### src/rtl/chr_pkg.sv
`timescale 1ns / 1ps
// chr_pkg: shared sizes, op codes, payload structs and memory request structs
// for the command history ring. No dependencies.
package chr_pkg;

  // ring of 16-bit words, size must stay a power of two (pointers wrap by truncation)
  localparam int RING_WORDS = 2048;
  localparam int RING_AW    = $clog2(RING_WORDS);
  localparam int WORD_W     = 16;
  localparam int WORD_BYTES = WORD_W / 8;

  // staging line, held two bytes per word
  localparam int LINE_BYTES = 512;
  localparam int LINE_WORDS = LINE_BYTES / WORD_BYTES;
  localparam int LINE_AW    = $clog2(LINE_WORDS);
  localparam int LEN_W      = $clog2(LINE_BYTES) + 1;

  // record size is (len + 5) / 2 words, tail to head skip is (len + 3) / 2
  localparam int REC_EXTRA  = 5;
  localparam int TAIL_SKIP  = 3;

  // op codes
  localparam logic [2:0] OP_LOAD   = 3'd0;
  localparam logic [2:0] OP_COMMIT = 3'd1;
  localparam logic [2:0] OP_PREV   = 3'd2;
  localparam logic [2:0] OP_NEXT   = 3'd3;
  localparam logic [2:0] OP_READ   = 3'd4;

  typedef struct packed {
    logic [2:0] op;
    logic [8:0] byte_index;
    logic [7:0] byte_value;
    logic [8:0] cmd_length;
  } cmd_t;

  typedef struct packed {
    logic       stored;
    logic [7:0] dropped_count;
    logic       recalled;
    logic [8:0] recalled_length;
    logic [7:0] read_byte;
  } rsp_t;

  // ring memory port request
  typedef struct packed {
    logic               we;
    logic [RING_AW-1:0] waddr;
    logic [WORD_W-1:0]  wdata;
    logic               re;
    logic [RING_AW-1:0] raddr;
  } ring_req_t;

  // staging memory port request, byte lanes
  typedef struct packed {
    logic                  we;
    logic [WORD_BYTES-1:0] be;
    logic [LINE_AW-1:0]    waddr;
    logic [WORD_W-1:0]     wdata;
    logic                  re;
    logic [LINE_AW-1:0]    raddr;
  } stg_req_t;

  // (len + extra) / 2 taken to ring pointer width
  function automatic logic [RING_AW-1:0] half_up(input logic [WORD_W-1:0] len,
                                                 input logic [2:0] extra);
    logic [WORD_W:0] sum;
    sum = {1'b0, len} + (WORD_W + 1)'(extra);
    return sum[RING_AW:1];
  endfunction

endpackage

### src/rtl/chr_seq.sv
`timescale 1ns / 1ps
// chr_seq: sequencer for the command history ring; holds the ring pointers and
// walks records through the ring and staging memories. Depends on chr_pkg.
module chr_seq import chr_pkg::*; (
  input  logic              clk,
  input  logic              rst,
  input  logic              cmd_valid,
  output logic              cmd_ready,
  input  cmd_t              cmd,
  output logic              res_valid,
  output rsp_t              res,
  input  logic              res_take,
  output ring_req_t         ring_req,
  input  logic [WORD_W-1:0] ring_rdata,
  output stg_req_t          stg_req,
  input  logic [WORD_W-1:0] stg_rdata
);

  localparam int FREE_W = RING_AW + 2;

  typedef enum logic [3:0] {
    S_IDLE, S_C_LAST, S_C_CMP, S_D_CHK, S_D_RD, S_W_DATA, S_W_TAIL,
    S_P_TAIL, S_N_HEAD, S_CP_HEAD, S_CP_DATA, S_R_HEAD, S_R_DATA, S_DONE
  } state_t;

  state_t             state;
  logic [8:0]         bidx;
  logic [LEN_W-1:0]   clen;
  logic [RING_AW-1:0] oldest;
  logic [RING_AW-1:0] next_free;
  logic [RING_AW-1:0] recall;
  logic [RING_AW-1:0] rbase;
  logic [LINE_AW-1:0] wcnt;
  logic [LINE_AW-1:0] wlast;
  logic               hi_last;

  logic               accept;
  logic               empty;
  logic [LEN_W-1:0]   clen_in;
  logic [RING_AW-1:0] last_ptr;
  logic [LEN_W:0]     clen_up;
  logic [LEN_W-1:0]   nwords;
  logic [LEN_W:0]     need_sum;
  logic [LEN_W-1:0]   need;
  logic [RING_AW-1:0] occ;
  logic               need_drop;
  logic [LEN_W-1:0]   cap;
  logic [LEN_W:0]     cap_up;
  logic [LEN_W-1:0]   nwc;
  logic               hi_ok;
  logic               at_last;
  logic [LINE_AW-1:0] wcnt_inc;
  logic [RING_AW-1:0] newr_prev;
  logic [RING_AW-1:0] newr_next;
  logic [RING_AW-1:0] tail_ptr;
  logic               word_match;

  assign accept    = cmd_valid && cmd_ready;
  assign cmd_ready = (state == S_IDLE);
  assign res_valid = (state == S_DONE);
  assign empty     = (oldest == next_free);

  // commit length, saturated to the line size
  assign clen_in = (LEN_W'(cmd.cmd_length) > LEN_W'(LINE_BYTES)) ?
                   LEN_W'(LINE_BYTES) : LEN_W'(cmd.cmd_length);

  // record geometry of the staged line
  assign last_ptr = next_free - 1'b1;
  assign clen_up  = {1'b0, clen} + 1'b1;
  assign nwords   = clen_up[LEN_W:1];
  assign need_sum = {1'b0, clen} + (LEN_W + 1)'(REC_EXTRA);
  assign need     = need_sum[LEN_W:1];
  assign occ      = next_free - oldest;
  assign need_drop = !empty &&
    ((FREE_W'(need) + FREE_W'(occ) + FREE_W'(1)) > FREE_W'(RING_WORDS));
  assign tail_ptr = rbase + RING_AW'(nwords);

  // geometry of a recalled record, length word on the read port
  assign cap    = (ring_rdata > WORD_W'(LINE_BYTES)) ?
                  LEN_W'(LINE_BYTES) : ring_rdata[LEN_W-1:0];
  assign cap_up = {1'b0, cap} + 1'b1;
  assign nwc    = cap_up[LEN_W:1];

  assign newr_prev = recall - 1'b1 - half_up(ring_rdata, 3'(TAIL_SKIP));
  assign newr_next = recall + half_up(ring_rdata, 3'(REC_EXTRA));

  // word loop bookkeeping
  assign at_last  = (wcnt == wlast);
  assign hi_ok    = !at_last || hi_last;
  assign wcnt_inc = wcnt + 1'b1;

  // stored word against staged bytes
  assign word_match = (ring_rdata[7:0] == stg_rdata[7:0]) &&
                      (!hi_ok || (ring_rdata[15:8] == stg_rdata[15:8]));

  // memory requests
  always_comb begin
    ring_req = '0;
    stg_req  = '0;
    case (state)
      S_IDLE: begin
        if (cmd_valid) begin
          case (cmd.op)
            OP_LOAD: begin
              stg_req.we    = (LEN_W'(cmd.byte_index) < LEN_W'(LINE_BYTES));
              stg_req.be    = cmd.byte_index[0] ? 2'b10 : 2'b01;
              stg_req.waddr = cmd.byte_index[LINE_AW:1];
              stg_req.wdata = {cmd.byte_value, cmd.byte_value};
            end
            OP_COMMIT: begin
              ring_req.re    = !empty;
              ring_req.raddr = last_ptr;
            end
            OP_PREV: begin
              ring_req.re    = (recall != oldest);
              ring_req.raddr = recall - 1'b1;
            end
            OP_NEXT, OP_READ: begin
              ring_req.re    = (recall != next_free);
              ring_req.raddr = recall;
            end
            default: ;
          endcase
        end
      end
      S_C_LAST: begin
        ring_req.re    = (ring_rdata == WORD_W'(clen)) && (clen != '0);
        ring_req.raddr = last_ptr - RING_AW'(nwords);
        stg_req.re     = ring_req.re;
        stg_req.raddr  = '0;
      end
      S_C_CMP: begin
        ring_req.re    = word_match && !at_last;
        ring_req.raddr = rbase + RING_AW'(wcnt_inc);
        stg_req.re     = ring_req.re;
        stg_req.raddr  = wcnt_inc;
      end
      S_D_CHK: begin
        if (need_drop) begin
          ring_req.re    = 1'b1;
          ring_req.raddr = oldest;
        end else begin
          ring_req.we    = 1'b1;
          ring_req.waddr = next_free;
          ring_req.wdata = WORD_W'(clen);
          stg_req.re     = 1'b1;
          stg_req.raddr  = '0;
        end
      end
      S_W_DATA: begin
        ring_req.we    = 1'b1;
        ring_req.waddr = rbase + RING_AW'(wcnt);
        ring_req.wdata = {(hi_ok ? stg_rdata[15:8] : 8'h00), stg_rdata[7:0]};
        stg_req.re     = !at_last;
        stg_req.raddr  = wcnt_inc;
      end
      S_W_TAIL: begin
        ring_req.we    = 1'b1;
        ring_req.waddr = tail_ptr;
        ring_req.wdata = WORD_W'(clen);
      end
      S_P_TAIL: begin
        ring_req.re    = 1'b1;
        ring_req.raddr = newr_prev;
      end
      S_N_HEAD: begin
        ring_req.re    = (newr_next != next_free);
        ring_req.raddr = newr_next;
      end
      S_CP_HEAD: begin
        ring_req.re    = (ring_rdata != '0);
        ring_req.raddr = recall + 1'b1;
      end
      S_CP_DATA: begin
        stg_req.we     = 1'b1;
        stg_req.be     = {hi_ok, 1'b1};
        stg_req.waddr  = wcnt;
        stg_req.wdata  = ring_rdata;
        ring_req.re    = !at_last;
        ring_req.raddr = rbase + RING_AW'(wcnt_inc);
      end
      S_R_HEAD: begin
        ring_req.re    = (WORD_W'(bidx) < ring_rdata);
        ring_req.raddr = recall + 1'b1 + RING_AW'(bidx[8:1]);
      end
      default: ;
    endcase
  end

  // state, pointers and result
  always_ff @(posedge clk) begin
    if (rst) begin
      state     <= S_IDLE;
      oldest    <= '0;
      next_free <= '0;
      recall    <= '0;
    end else begin
      case (state)
        S_IDLE: begin
          if (accept) begin
            res  <= '0;
            bidx <= cmd.byte_index;
            clen <= clen_in;
            case (cmd.op)
              OP_COMMIT: state <= empty ? S_D_CHK : S_C_LAST;
              OP_PREV:   state <= (recall != oldest) ? S_P_TAIL : S_DONE;
              OP_NEXT:   state <= (recall != next_free) ? S_N_HEAD : S_DONE;
              OP_READ:   state <= (recall != next_free) ? S_R_HEAD : S_DONE;
              default:   state <= S_DONE;
            endcase
          end
        end
        // newest length word against the staged length
        S_C_LAST: begin
          if (ring_rdata != WORD_W'(clen)) begin
            state <= S_D_CHK;
          end else if (clen == '0) begin
            recall <= next_free;
            state  <= S_DONE;
          end else begin
            rbase   <= last_ptr - RING_AW'(nwords);
            wcnt    <= '0;
            wlast   <= LINE_AW'(nwords - 1'b1);
            hi_last <= !clen[0];
            state   <= S_C_CMP;
          end
        end
        // one word compared per cycle
        S_C_CMP: begin
          if (!word_match) begin
            state <= S_D_CHK;
          end else if (at_last) begin
            recall <= next_free;
            state  <= S_DONE;
          end else begin
            wcnt <= wcnt_inc;
          end
        end
        // drop oldest records until the new one fits
        S_D_CHK: begin
          if (need_drop) begin
            state <= S_D_RD;
          end else begin
            rbase   <= next_free + 1'b1;
            wcnt    <= '0;
            wlast   <= LINE_AW'(nwords - 1'b1);
            hi_last <= !clen[0];
            state   <= (nwords == '0) ? S_W_TAIL : S_W_DATA;
          end
        end
        S_D_RD: begin
          oldest <= oldest + half_up(ring_rdata, 3'(REC_EXTRA));
          if (res.dropped_count != 8'hFF) begin
            res.dropped_count <= res.dropped_count + 1'b1;
          end
          state <= S_D_CHK;
        end
        S_W_DATA: begin
          if (at_last) begin
            state <= S_W_TAIL;
          end else begin
            wcnt <= wcnt_inc;
          end
        end
        S_W_TAIL: begin
          next_free  <= tail_ptr + 1'b1;
          recall     <= tail_ptr + 1'b1;
          res.stored <= 1'b1;
          state      <= S_DONE;
        end
        // recall moves
        S_P_TAIL: begin
          recall       <= newr_prev;
          res.recalled <= 1'b1;
          state        <= S_CP_HEAD;
        end
        S_N_HEAD: begin
          recall       <= newr_next;
          res.recalled <= 1'b1;
          state        <= (newr_next != next_free) ? S_CP_HEAD : S_DONE;
        end
        S_CP_HEAD: begin
          res.recalled_length <= ring_rdata[8:0];
          if (ring_rdata == '0) begin
            state <= S_DONE;
          end else begin
            rbase   <= recall + 1'b1;
            wcnt    <= '0;
            wlast   <= LINE_AW'(nwc - 1'b1);
            hi_last <= !cap[0];
            state   <= S_CP_DATA;
          end
        end
        S_CP_DATA: begin
          if (at_last) begin
            state <= S_DONE;
          end else begin
            wcnt <= wcnt_inc;
          end
        end
        // byte read of the recalled record
        S_R_HEAD: begin
          state <= (WORD_W'(bidx) < ring_rdata) ? S_R_DATA : S_DONE;
        end
        S_R_DATA: begin
          res.read_byte <= bidx[0] ? ring_rdata[15:8] : ring_rdata[7:0];
          state         <= S_DONE;
        end
        S_DONE: begin
          if (res_take) begin
            state <= S_IDLE;
          end
        end
        default: state <= S_IDLE;
      endcase
    end
  end

endmodule

### config.mk
export PLATFORM = sky130hd
export DESIGN_NAME = chr_seq
export DESIGN_NICKNAME = d
export VERILOG_FILES = /design/src/rtl/chr_pkg.sv /design/src/rtl/chr_seq.sv
export SDC_FILE = /design/constraint.sdc
export NUM_CORES = 1
export LEC_CHECK = 0
export ABC_AREA = 1
export BUFFER_PORTS_ARGS = -buffer_cell sky130_fd_sc_hd__buf_2
export CAP_MARGIN = 20
export CORE_ASPECT_RATIO = 0.5
export CORE_UTILIZATION = 45
export DETAILED_ROUTE_END_ITERATION = 12
export PLACE_DENSITY = 0.7
export SLEW_MARGIN = 20
export SYNTH_ARGS = -nofsm -noshare
export SYNTH_HDL_FRONTEND = slang
export SYNTH_SLANG_ARGS = --single-unit
### constraint.sdc
create_clock -name clk -period 5.28 [get_ports clk]
set_input_delay 0.264 -clock clk [delete_from_list [all_inputs] [get_ports clk]]
set_output_delay 0.264 -clock clk [all_outputs]
set_load 0.005 [all_outputs]
==> results of run 1 <==
## logic make-up (layout without fill, tap and decap cells)
family,count (synthesis),in the layout
other cells,0,2
flops,110,110
fa+ha+maj,123,123
buf+inv,408,555
xor+xnor,118,118
compound gates,367,367
simple gates,1163,1163
## Yosys cell counts (all sizes together) (2+ instances only)
library cell  instances
a2111oi               3
a211oi                2
a21boi                2
a21o                  5
a21oi               151
a221oi                2
a22oi                 3
a31oi                 4
buf                  39
clkbuf               21
clkinv                4
dfxtp                37
edfxtp               73
fa                   10
ha                  113
inv                 344
nand2               579
nand3               199
nand3b               14
nand4                55
nor2                248
nor3                 53
nor3b                 4
nor4                  3
o2111ai               4
o211ai               18
o21a                  3
o21ai               106
o21bai                7
o221ai               19
o22ai                33
o31ai                 2
or2                   8
xnor2                29
xor2                 89
## per-layer routing
metal,vias up,global-route usage (%)
met5,-,0
met4,0,10.8
met3,110,15.4
met2,979,51.9
met1,7798,55.6
li1,7884,-
## path summary, 6_finish.rpt
kind | to | slack (ns) | cells past startpoint
setup / recovery | ring_req[12] | 0.33 | 23
hold / removal | clen[3] | 0.03 | 1
setup reg to reg | wcnt[1] | 0.40 | 19
hold reg to reg | oldest[10] | 0.62 | 2
## state kept, by name, summed over array words and instances (netlist names)
name       flops
bidx           9
clen           9
hi_last        1
next_free     11
oldest        11
rbase         11
recall        11
res           27
state          4
wcnt           8
wlast          8
## repair_timing
action / in CTS / in global routing
endpoints found under the setup margin: 0 / 10
setup buffers: 0 / 1
resized for setup: 0 / 3
hold endpoints to repair: 0 / 0
## worst max-delay path: cells and delay by family (launching register included)
family          cells  cell delay [ns]
xor+xnor            1             0.16
buf+inv             5             0.66
fa+ha+maj           2             0.77
simple gates       10             1.44
flops               1             0.37
compound gates      5             0.87
## final cells by class
cell class / count / area share (%)
antenna: 2 / 0.0311
multi-input combinational: 1771 / 62.1
clock buffer: 11 / 1.51
tap: 432 / 3.36
clock inverter: 5 / 0.264
sequential: 110 / 18.2
inverter: 348 / 8.19
timing repair buffer: 191 / 6.35
## report_power, final
part	internal [W]	switching (W)	leakage, nW
clock	0.000340	0.000383	0.138
sequential	0.00122	0.000305	0.981
combinational	0.00200	0.00411	7.03
total	0.00355	0.00479	8.15
## stage by stage
| stage | cells | power, W |
|---|---|---|
| after global routing | 2868 | 0.00893 |
| after CTS | 2867 | 0.00809 |
| after global placement | 2851 | 0.00734 |
| after floorplan | 2289 | 0.00550 |
| final | 2870 | 0.00835 |
| after detailed placement | 2851 | 0.00736 |
## cell usage in the layout (no fill, tap or decap), drive strengths merged
cell type	instances
nor3b	4
dfxtp	37
a31oi	4
clkbuf	11
o311ai	1
a221oi	2
a2111oi	3
clkinvlp	1
nand4	55
xnor2	29
diode	2
nand3b	14
o21ai	106
a21boi	2
xor2	89
o21bai	7
a22oi	3
o2111ai	4
or2	8
nand3	199
ha	113
a211oi	2
o22ai	33
o31ai	2
buf	191
o221ai	19
nor2	248
a311o	1
edfxtp	73
nor4	3
clkinv	6
nor3	53
a21o	5
o21a	3
o31a	1
o211ai	18
fa	10
inv	346
a21oi	151
nand2	579
==> out/results.tsv, run 1 <==
stage	metric	value	unit
status	outcome	complete, no violations	
timing	Final setup viols	0	
finish	fin util	50.7	%
timing	final hold violations	0	
logic_synthesis	#FFs+latches synth	110	
detailed_routing	highest routed metal layer	met4	
floorplanning	core area	31800	um^2
clock_network	CTS Root Cell	clkbuf_16	
clock_network	hold-fix buffers at CTS	0	
logic_synthesis	xor/xnor share of the synthesized area	7.09	%
pwr	Pwr Density	518	nW/um^2
setup_path	Worst Setup SP	oldest[3]	
detailed_routing	DR vias	16800	
finish	Area growth syn-to-layout	10.6	%
clock_network	CTS H-tree depth	3	
setup_path	arrival time at the worst endpoint	4.69	ns
timing	slew margin rel.	24.5	%
finish	FF/Latch Area	2930	um^2
timing	Max Fclk	202	MHz
placed_design	dpl ws	0.508	ns
detailed_routing	DR iter-0 viols	2289	
logic_synthesis	EDFF count, synth	73	
logic_synthesis	Post-synth ARST share	0	%
timing	fin. max-slew vios	0	
placed_design	dpl cell area	15800	um^2
logic_synthesis	mux share of post-synthesis cell area	0	%
timing	unrepaired setup endpoints after global routing	yes	
placed_design	routability congestion estimate	1.13	
placed_design	IO buf count	169	
logic_synthesis	syn_nets	2477	
clock_network	CTS buffer count	9	
pwr	Lkg Pwr	8.15	nW
floorplanning	boundary pin count	170	
timing	hold slack	0.0294	ns
finish	area occupied by multi-input gates	10000	um^2
logic_synthesis	Unique masters post-synth	58	
detailed_routing	Final ANT Viol Nets	0	
logic_synthesis	Syn Area/Cell	6.36	um^2
job	max_cap viols	0	
logic_synthesis	largest area contributor in the netlist	edfxtp_1	
setup_path	kind of critical path	reg2out	
finish	filler instances	3401	
setup_path	cells along the critical path	inv_1, ha_1, a21oi_1, o21ai_0, a21oi_1, nor2_1, nor2_1, o21ai_0, xor2_1, ha_1, inv_1, nor3_1, nand3_1, nand4_1, nand2_1, nor2_1, nand3_1, nand2_2, inv_1, nor2_4, buf_12, o21ai_0, buf_2	
timing	final clock skew	0.0267	ns
setup_path	CP max stage cell	ha_1	
timing	Worst-Margin Slew	1.13	ns
timing	min Tclk post-route	4.95	ns
logic_synthesis	Post-Synth Simple-Gate Area	35.6	%
floorplanning	num rows	46	
logic_synthesis	post-synthesis cell count	2289	
clock_network	Longest Clk Path Bufs	2	
setup_path	R2R Path Start	next_free[0]	
placed_design	hpwl dp	53700	um
global_route	gr usage total	38.5	%
hold_path	Hold Startpoint	cmd[3]	
finish	layout cells sized above 1	12.8	%
floorplanning	die area	33100	um^2
logic_synthesis	main combinational cell family by area after synthesis	simple AND/OR/NAND/NOR gates	
hold_path	Hold Path Class	in2reg	
logic_synthesis	adder-cell share of the synthesized area	11.1	%
detailed_routing	via/cell ratio	5.84	
logic_synthesis	top cell type's share of synthesized area	15.0	%
detailed_routing	WL met1	29500	um
detailed_routing	post-DR wirelength/cell	22.8	um
logic_synthesis	mapped cell area	14600	um^2
detailed_routing	drt drc	0	
global_route	first-pass GRT wire length	93200	um
finish	Final #Nets	2619	
timing	Final Cycle Share	93.7	%
finish	Final Instance Area	16100	um^2
global_route	initial antenna violation count	1	
logic_synthesis	compound-gate portion of the synthesized area	14.6	%
global_route	Congestion Overflow GR	0	
clock_network	Clock Latency Late Sink	0.40	ns
timing	setup tns final	0	ns
setup_path	critical path required time	5.02	ns
detailed_routing	drt first pass iters	6	
logic_synthesis	Most used DFF post-synth	edfxtp_1	
logic_synthesis	sequential fraction of the synthesis area	20.1	%
setup_path	CP Capture Type	output port	
timing	worst setup margin	0.330	ns
global_route	pin count of the biggest net entering global routing	29	
clock_network	clock transition at the registers of the reported paths	0.09	ns
floorplanning	Vert. Die Dim	129	um
setup_path	CP max stage delay	0.43	ns
detailed_routing	met2 WL	24700	um
logic_synthesis	Synth Warn #	0	
setup_path	Crit Path Max Fanout	13	
floorplanning	Die Width	256	um
pwr	Worst VDD drop	0.231	mV
detailed_routing	metal3 WL	9400	um
floorplanning	initial core utilization	45.9	%
clock_network	CTS tree	built	
setup_path	CP Launch Type	register	
global_route	vias in the first global route	14500	
logic_synthesis	Synth area leaders	edfxtp_1 15%, nand2_1 14%, ha_1 9.7%	
clock_network	CTS Sinks	110	
detailed_routing	Total Wirelength	65400	um
Note: power is estimated with default switching activity, not from simulation.
==> inputs of run 2 (changes only) <==
- CELL_PAD_IN_SITES_DETAIL_PLACEMENT: default -> 2
- CELL_PAD_IN_SITES_GLOBAL_PLACEMENT: default -> 2
- CORE_UTILIZATION: 45 -> 33
- PLACE_DENSITY: 0.7 -> 0.89
==> out/results.tsv, run 2 (synthesized netlist as in run 1, its figures left out) <==
stage	metric	value	unit	change
floorplanning	Vert. Die Dim	151	um	was 129 um
placed_design	IO buf count	169		unchanged
global_route	gr usage total	36.7	%	was 38.5%
setup_path	R2R Path Start	oldest[3]		was next_free[0]
clock_network	number of post-CTS setup repair buffers	0		unchanged
clock_network	post-cts resize count	0		unchanged
placed_design	routability congestion estimate	1.05		was 1.13
pwr	Pwr Density	550	nW/um^2	was 518 nW/um^2
finish	Area growth syn-to-layout	11.9	%	was 10.6%
timing	final hold violations	0		unchanged
global_route	first-pass GRT wire length	122000	um	was 93200 um
clock_network	Clock Latency Late Sink	0.41	ns	was 0.40 ns
detailed_routing	DR iter-0 viols	1857		was 2289
detailed_routing	via/cell ratio	5.94		was 5.84
timing	final clock skew	0.0172	ns	was 0.0267 ns
global_route	pin count of the biggest net entering global routing	29		unchanged
timing	unrepaired setup endpoints after global routing	yes		unchanged
placed_design	hpwl dp	69600	um	was 53700 um
timing	fin. max-slew vios	0		unchanged
timing	Final Cycle Share	99.3	%	was 93.7%
detailed_routing	drt first pass iters	5		was 6
clock_network	Longest Clk Path Bufs	2		unchanged
detailed_routing	Total Wirelength	83600	um	was 65400 um
setup_path	kind of critical path	reg2out		unchanged
pwr	Worst VDD drop	0.188	mV	was 0.231 mV
setup_path	Crit Path Max Fanout	8		was 13
clock_network	CTS Sinks	110		unchanged
detailed_routing	drt drc	0		unchanged
hold_path	Hold Path Class	in2reg		unchanged
finish	most common cell after layout, fill and taps aside	nand2_1		unchanged
finish	most frequent cells in the layout	561 x nand2_1, 309 x inv_1, 224 x nor2_1		was 561 x nand2_1, 309 x inv_1, 223 x nor2_1
finish	fin util	38.1	%	was 50.7%
floorplanning	num rows	53		was 46
clock_network	CTS buffer count	9		unchanged
setup_path	CP Launch Type	register		unchanged
floorplanning	Die Width	299	um	was 256 um
setup_path	arrival time at the worst endpoint	4.98	ns	was 4.69 ns
timing	slew margin rel.	22.8	%	was 24.5%
timing	hold slack	0.0276	ns	was 0.0294 ns
setup_path	setup slack, reg-to-reg	0.34	ns	was 0.40 ns
timing	Final setup viols	0		unchanged
floorplanning	boundary pin count	170		unchanged
status	outcome	complete, no violations		unchanged
setup_path	r2r worst-path depth	22		was 19
setup_path	Reg-to-Reg End	rbase[5]		was wcnt[1]
pwr	Lkg Pwr	8.17	nW	was 8.15 nW
global_route	initial antenna violation count	3		was 1
job	max_cap viols	0		unchanged
floorplanning	core area	42800	um^2	was 31800 um^2
clock_network	hold-fix buffers at CTS	0		unchanged
clock_network	CTS H-tree depth	3		unchanged
timing	Max Fclk	191	MHz	was 202 MHz
global_route	vias in the first global route	18500		was 14500
finish	layout cells sized above 1	12.9	%	was 12.8%
finish	most flop-heavy register	res		unchanged
floorplanning	die area	45000	um^2	was 33100 um^2
floorplanning	initial core utilization	34.1	%	was 45.9%
detailed_routing	Final ANT Viol Nets	0		unchanged
timing	min Tclk post-route	5.24	ns	was 4.95 ns
finish	filler instances	5370		was 3401
clock_network	CTS tree	built		unchanged
finish	Final #Nets	2621		was 2619
timing	Worst-Margin Slew	1.16	ns	was 1.13 ns
setup_path	critical path required time	5.02	ns	about the same
hold_path	hold path endpoint	clen[6]		was clen[3]
setup_path	CP Capture Type	output port		unchanged
finish	max FFs per register	27		unchanged
global_route	Congestion Overflow GR	0		unchanged
detailed_routing	post-DR wirelength/cell	27.7	um	was 22.8 um
hold_path	Hold Startpoint	cmd[6]		was cmd[3]
clock_network	clock transition at the registers of the reported paths	0.10	ns	was 0.09 ns
clock_network	CTS Root Cell	clkbuf_16		unchanged
detailed_routing	DR vias	17900		was 16800
hold_path	Hold Crit Depth	1		unchanged
-- run 2: changes by cell type in the layout (fill, tap and decap cells not counted), sizes merged --
| cell | before | now |
|---|---|---|
| buf | 191 | 193 |
| clkbuf | 11 | 9 |
| inv | 346 | 348 |
| clkinv | 6 | 7 |
| clkinvlp | 1 | 0 |
-- run 2: worst max path at each step --
stage                             from            to  slack [ns]  cells after the start
final                        oldest[3]   ring_req[1]        0.04                     21
after global routing         oldest[3]   ring_req[1]       -0.12                     21
after CTS                    oldest[3]  ring_req[14]        0.02                     22
after detailed placement  next_free[0]      rbase[6]        0.41                     23
after global placement    next_free[0]  ring_req[12]        0.57                     22
after floorplan           next_free[0]       hi_last        0.67                     22
-- run 2: where the power goes --
group | total (W) | internal (W) | switching [W] | leakage (nW)
clock network | 0.000773 | 0.000337 | 0.000436 | 0.147
logic | 0.00662 | 0.00203 | 0.00459 | 7.04
registers | 0.00156 | 0.00121 | 0.000346 | 0.981
total | 0.00896 | 0.00358 | 0.00537 | 8.17
-- run 2: routing by layer --
layer / track usage [%] / wire, um
met4: 12.1 / 2590
met1: 49.3 / 36000
met5: 0.866 / 121
met2: 57.0 / 36000
met3: 9.57 / 8960
-- run 2: final cells by class --
type	count	area [um^2]	share of cell area [%]
Antenna cell	2	5.00	0.0307
Tap cell	577	722	4.43
Multi-Input combinational cell	1771	10000	61.3
Inverter	348	1320	8.10
Clock buffer	9	225	1.38
Clock inverter	7	70.1	0.430
Timing Repair Buffer	193	1030	6.30
Sequential cell	110	2930	18.0
-- run 2: critical path, stage by stage, from the launching register on --
cell	delay, ns
dfxtp_1	0.38
inv_1	0.16
ha_1	0.42
a21oi_1	0.31
o21ai_0	0.16
a21oi_1	0.21
nor2_1	0.07
nor2_1	0.10
o21ai_0	0.11
xor2_1	0.16
ha_1	0.35
inv_1	0.08
nor3_1	0.28
nand3_1	0.13
nand4_1	0.11
nand2_1	0.05
nor2_1	0.10
nand3_1	0.18
nor2_2	0.46
inv_2	0.24
o211ai_1	0.32
buf_2	0.19
-- run 2: per-stage QoR --
step | total power [W] | setup TNS (ns) | std cells | setup slack [ns] | cell area [um^2]
detailed placement | 0.00790 | 0 | 2999 | 0.412 | 16000
floorplan | 0.00550 | 0 | 2289 | 0.667 | 14600
CTS | 0.00871 | 0 | 3015 | 0.0244 | 16300
global route | 0.00945 | -0.976 | 3016 | -0.118 | 16300
finish | 0.00896 | 0 | 3017 | 0.0359 | 16300
global placement | 0.00749 | 0 | 2999 | 0.566 | 16000
==> inputs of run 3 (changes only) <==
- BUFFER_PORTS_ARGS: -buffer_cell sky130_fd_sc_hd__buf_2 -> default
- CORE_UTILIZATION: 33 -> 36
- DONT_BUFFER_PORTS: default -> 1
- MAX_ROUTING_LAYER: default -> met4
- PLACE_DENSITY: 0.89 -> default
- PLACE_DENSITY_LB_ADDON: default -> 0.1
==> out/results.tsv, run 3 (synthesized netlist as in run 1, its figures left out) <==
stage	metric	value	unit	change
status	outcome	complete, no violations		unchanged
pwr	Pwr Density	552	nW/um^2	was 550 nW/um^2
floorplanning	Vert. Die Dim	144	um	was 151 um
detailed_routing	post-DR wirelength/cell	27.8	um	was 27.7 um
timing	Final setup viols	0		unchanged
pwr	Flop pwr share	18.2	%	was 17.4%
finish	most frequent cells in the layout	562 x nand2_1, 309 x inv_1, 223 x nor2_1		was 561 x nand2_1, 309 x inv_1, 224 x nor2_1
floorplanning	initial core utilization	37.0	%	was 34.1%
finish	Area growth syn-to-layout	7.14	%	was 11.9%
pwr	Sw Share	59.4	%	was 60.0%
floorplanning	core area	39400	um^2	was 42800 um^2
timing	slew margin rel.	19.2	%	was 22.8%
timing	final hold violations	0		unchanged
finish	max FFs per register	27		unchanged
global_route	pin count of the biggest net entering global routing	29		unchanged
job	max_cap viols	0		unchanged
clock_network	Clock Latency Late Sink	0.40	ns	was 0.41 ns
timing	setup tns final	0	ns	unchanged
detailed_routing	drt drc	0		unchanged
detailed_routing	DR iter-0 viols	1324		was 1857
global_route	Congestion Overflow GR	0		unchanged
setup_path	CP Launch Type	register		unchanged
global_route	gr usage total	38.7	%	was 36.7%
setup_path	Crit Path Max Fanout	7		was 8
timing	min Tclk post-route	4.95	ns	was 5.24 ns
clock_network	CTS buffer count	9		unchanged
detailed_routing	drt first pass iters	5		unchanged
hold_path	Hold Path Class	in2reg		unchanged
global_route	first-pass GRT wire length	112000	um	was 122000 um
setup_path	critical path required time	5.02	ns	about the same
finish	fin cells	2820		was 3017
floorplanning	Die Width	286	um	was 299 um
finish	layout cells sized above 1	6.38	%	was 12.9%
setup_path	setup slack, reg-to-reg	0.75	ns	was 0.34 ns
finish	fin util	39.6	%	was 38.1%
detailed_routing	Total Wirelength	78500	um	was 83600 um
finish	Final #Nets	2472		was 2621
clock_network	CTS Sinks	110		unchanged
floorplanning	num rows	51		was 53
pwr	Lkg Pwr	7.47	nW	was 8.17 nW
timing	unrepaired setup endpoints after global routing	no		was yes
clock_network	clock transition at the registers of the reported paths	0.08	ns	was 0.10 ns
detailed_routing	via/cell ratio	5.92		was 5.94
finish	most common cell after layout, fill and taps aside	nand2_1		unchanged
clock_network	CTS tree	built		unchanged
clock_network	CTS Root Cell	clkbuf_16		unchanged
pwr	Gate power share	72.2	%	was 74.0%
timing	Final Cycle Share	93.8	%	was 99.3%
placed_design	hpwl dp	65400	um	was 69600 um
setup_path	CP Capture Type	output port		unchanged
pwr	cell-internal power	0.00349	W	was 0.00358 W
clock_network	number of post-CTS setup repair buffers	0		unchanged
floorplanning	die area	41300	um^2	was 45000 um^2
global_route	vias in the first global route	16800		was 18500
setup_path	kind of critical path	reg2out		unchanged
placed_design	routability congestion estimate	0.999		was 1.05
floorplanning	boundary pin count	170		unchanged
finish	most flop-heavy register	res		unchanged
clock_network	CTS H-tree depth	3		unchanged
pwr	Worst VDD drop	0.242	mV	was 0.188 mV
timing	Worst-Margin Slew	1.21	ns	was 1.16 ns
placed_design	placed instance count	2783		was 2999
detailed_routing	Final ANT Viol Nets	0		unchanged
setup_path	arrival time at the worst endpoint	4.69	ns	was 4.98 ns
timing	fin. max-slew vios	0		unchanged
placed_design	IO buf count	0		was 169
clock_network	Longest Clk Path Bufs	2		unchanged
detailed_routing	DR vias	16700		was 17900
pwr	Clk network pwr share	9.7	%	was 8.6%
timing	final clock skew	0.0156	ns	was 0.0172 ns
global_route	initial antenna violation count	2		was 3
timing	Max Fclk	202	MHz	was 191 MHz
pwr	Net Sw Power	0.00512	W	was 0.00537 W
[run 3: cell count changes in the layout (fill, tap and decap cells not counted), sizes merged]
| cell | delta |
|---|---|
| diode | -1 |
| buf | -169 |
| clkinv | -1 |
| dlygate4sd3 | +19 |
| clkbuf | +1 |
| bufinv | +1 |
[run 3: final cells by class]
| cell class | count | area (um^2) |
|---|---|---|
| antenna | 1 | 2.50 |
| clock buffer | 9 | 225 |
| clock inverter | 7 | 95.1 |
| fill | 4948 | 23800 |
| inverter | 348 | 1320 |
| multi-input combinational | 1771 | 9990 |
| sequential | 110 | 2930 |
| tap | 530 | 663 |
| timing repair buffer | 44 | 378 |
[run 3: worst paths after layout]
check               start      endpoint  cells past startpoint
min                   rst     recall[8]                      3
min reg2reg  next_free[3]  next_free[3]                      2
max             oldest[3]   ring_req[3]                     21
max reg2reg     oldest[3]      wlast[3]                     22
[run 3: routing by layer]
layer / GRT usage [%] / vias up / routed length (um)
li1: - / 7564 / -
met1: 52.9 / 8463 / 36900
met2: 55.5 / 570 / 32300
met3: 11.5 / 96 / 7610
met4: 9.01 / 0 / 1640
met5: - / - / 0
[run 3: power groups by stage]
stage | logic, W | clock network [W] | registers (W)
3_5_place_dp | 0.00599 | 0 | 0.00158
2_1_floorplan | 0.00412 | 0 | 0.00138
3_3_place_gp | 0.00584 | 0 | 0.00156
6_report | 0.00621 | 0.000831 | 0.00156
5_1_grt | 0.00672 | 0.000853 | 0.00158
4_1_cts | 0.00606 | 0.000833 | 0.00156
[run 3: worst max-delay path: stages (launching register included)]
cell      delay, ns
dfxtp_1        0.38
inv_1          0.15
ha_1           0.42
a21oi_1        0.24
o21ai_0        0.16
a21oi_1        0.23
nor2_1         0.07
nor2_1         0.09
o21ai_0        0.10
xor2_1         0.17
ha_1           0.36
inv_1          0.07
nor3_1         0.26
nand3_1        0.15
nand4_1        0.13
nand2_1        0.06
nor2_1         0.10
nand3_1        0.15
nor2_2         0.42
inv_2          0.07
buf_4          0.20
o211ai_1       0.31
[run 3: metrics by stage]
step	power (W)	cell area, um^2	hold WS (ns)	worst slack [ns]
2_1_floorplan	0.00550	14600	0.363	0.667
3_3_place_gp	0.00740	15100	0.346	0.831
3_5_place_dp	0.00757	15100	0.348	0.635
4_1_cts	0.00845	15600	0.0177	0.422
5_1_grt	0.00915	15600	0.0283	0.0404
6_report	0.00861	15600	0.0329	0.327
[run 3: repair_timing]
item                                    4_1_cts  5_1_grt
endpoints found under the setup margin        0        1
hold buffers                                 19        0
gates resized for setup                       0        1
endpoints found under the hold margin        33        0
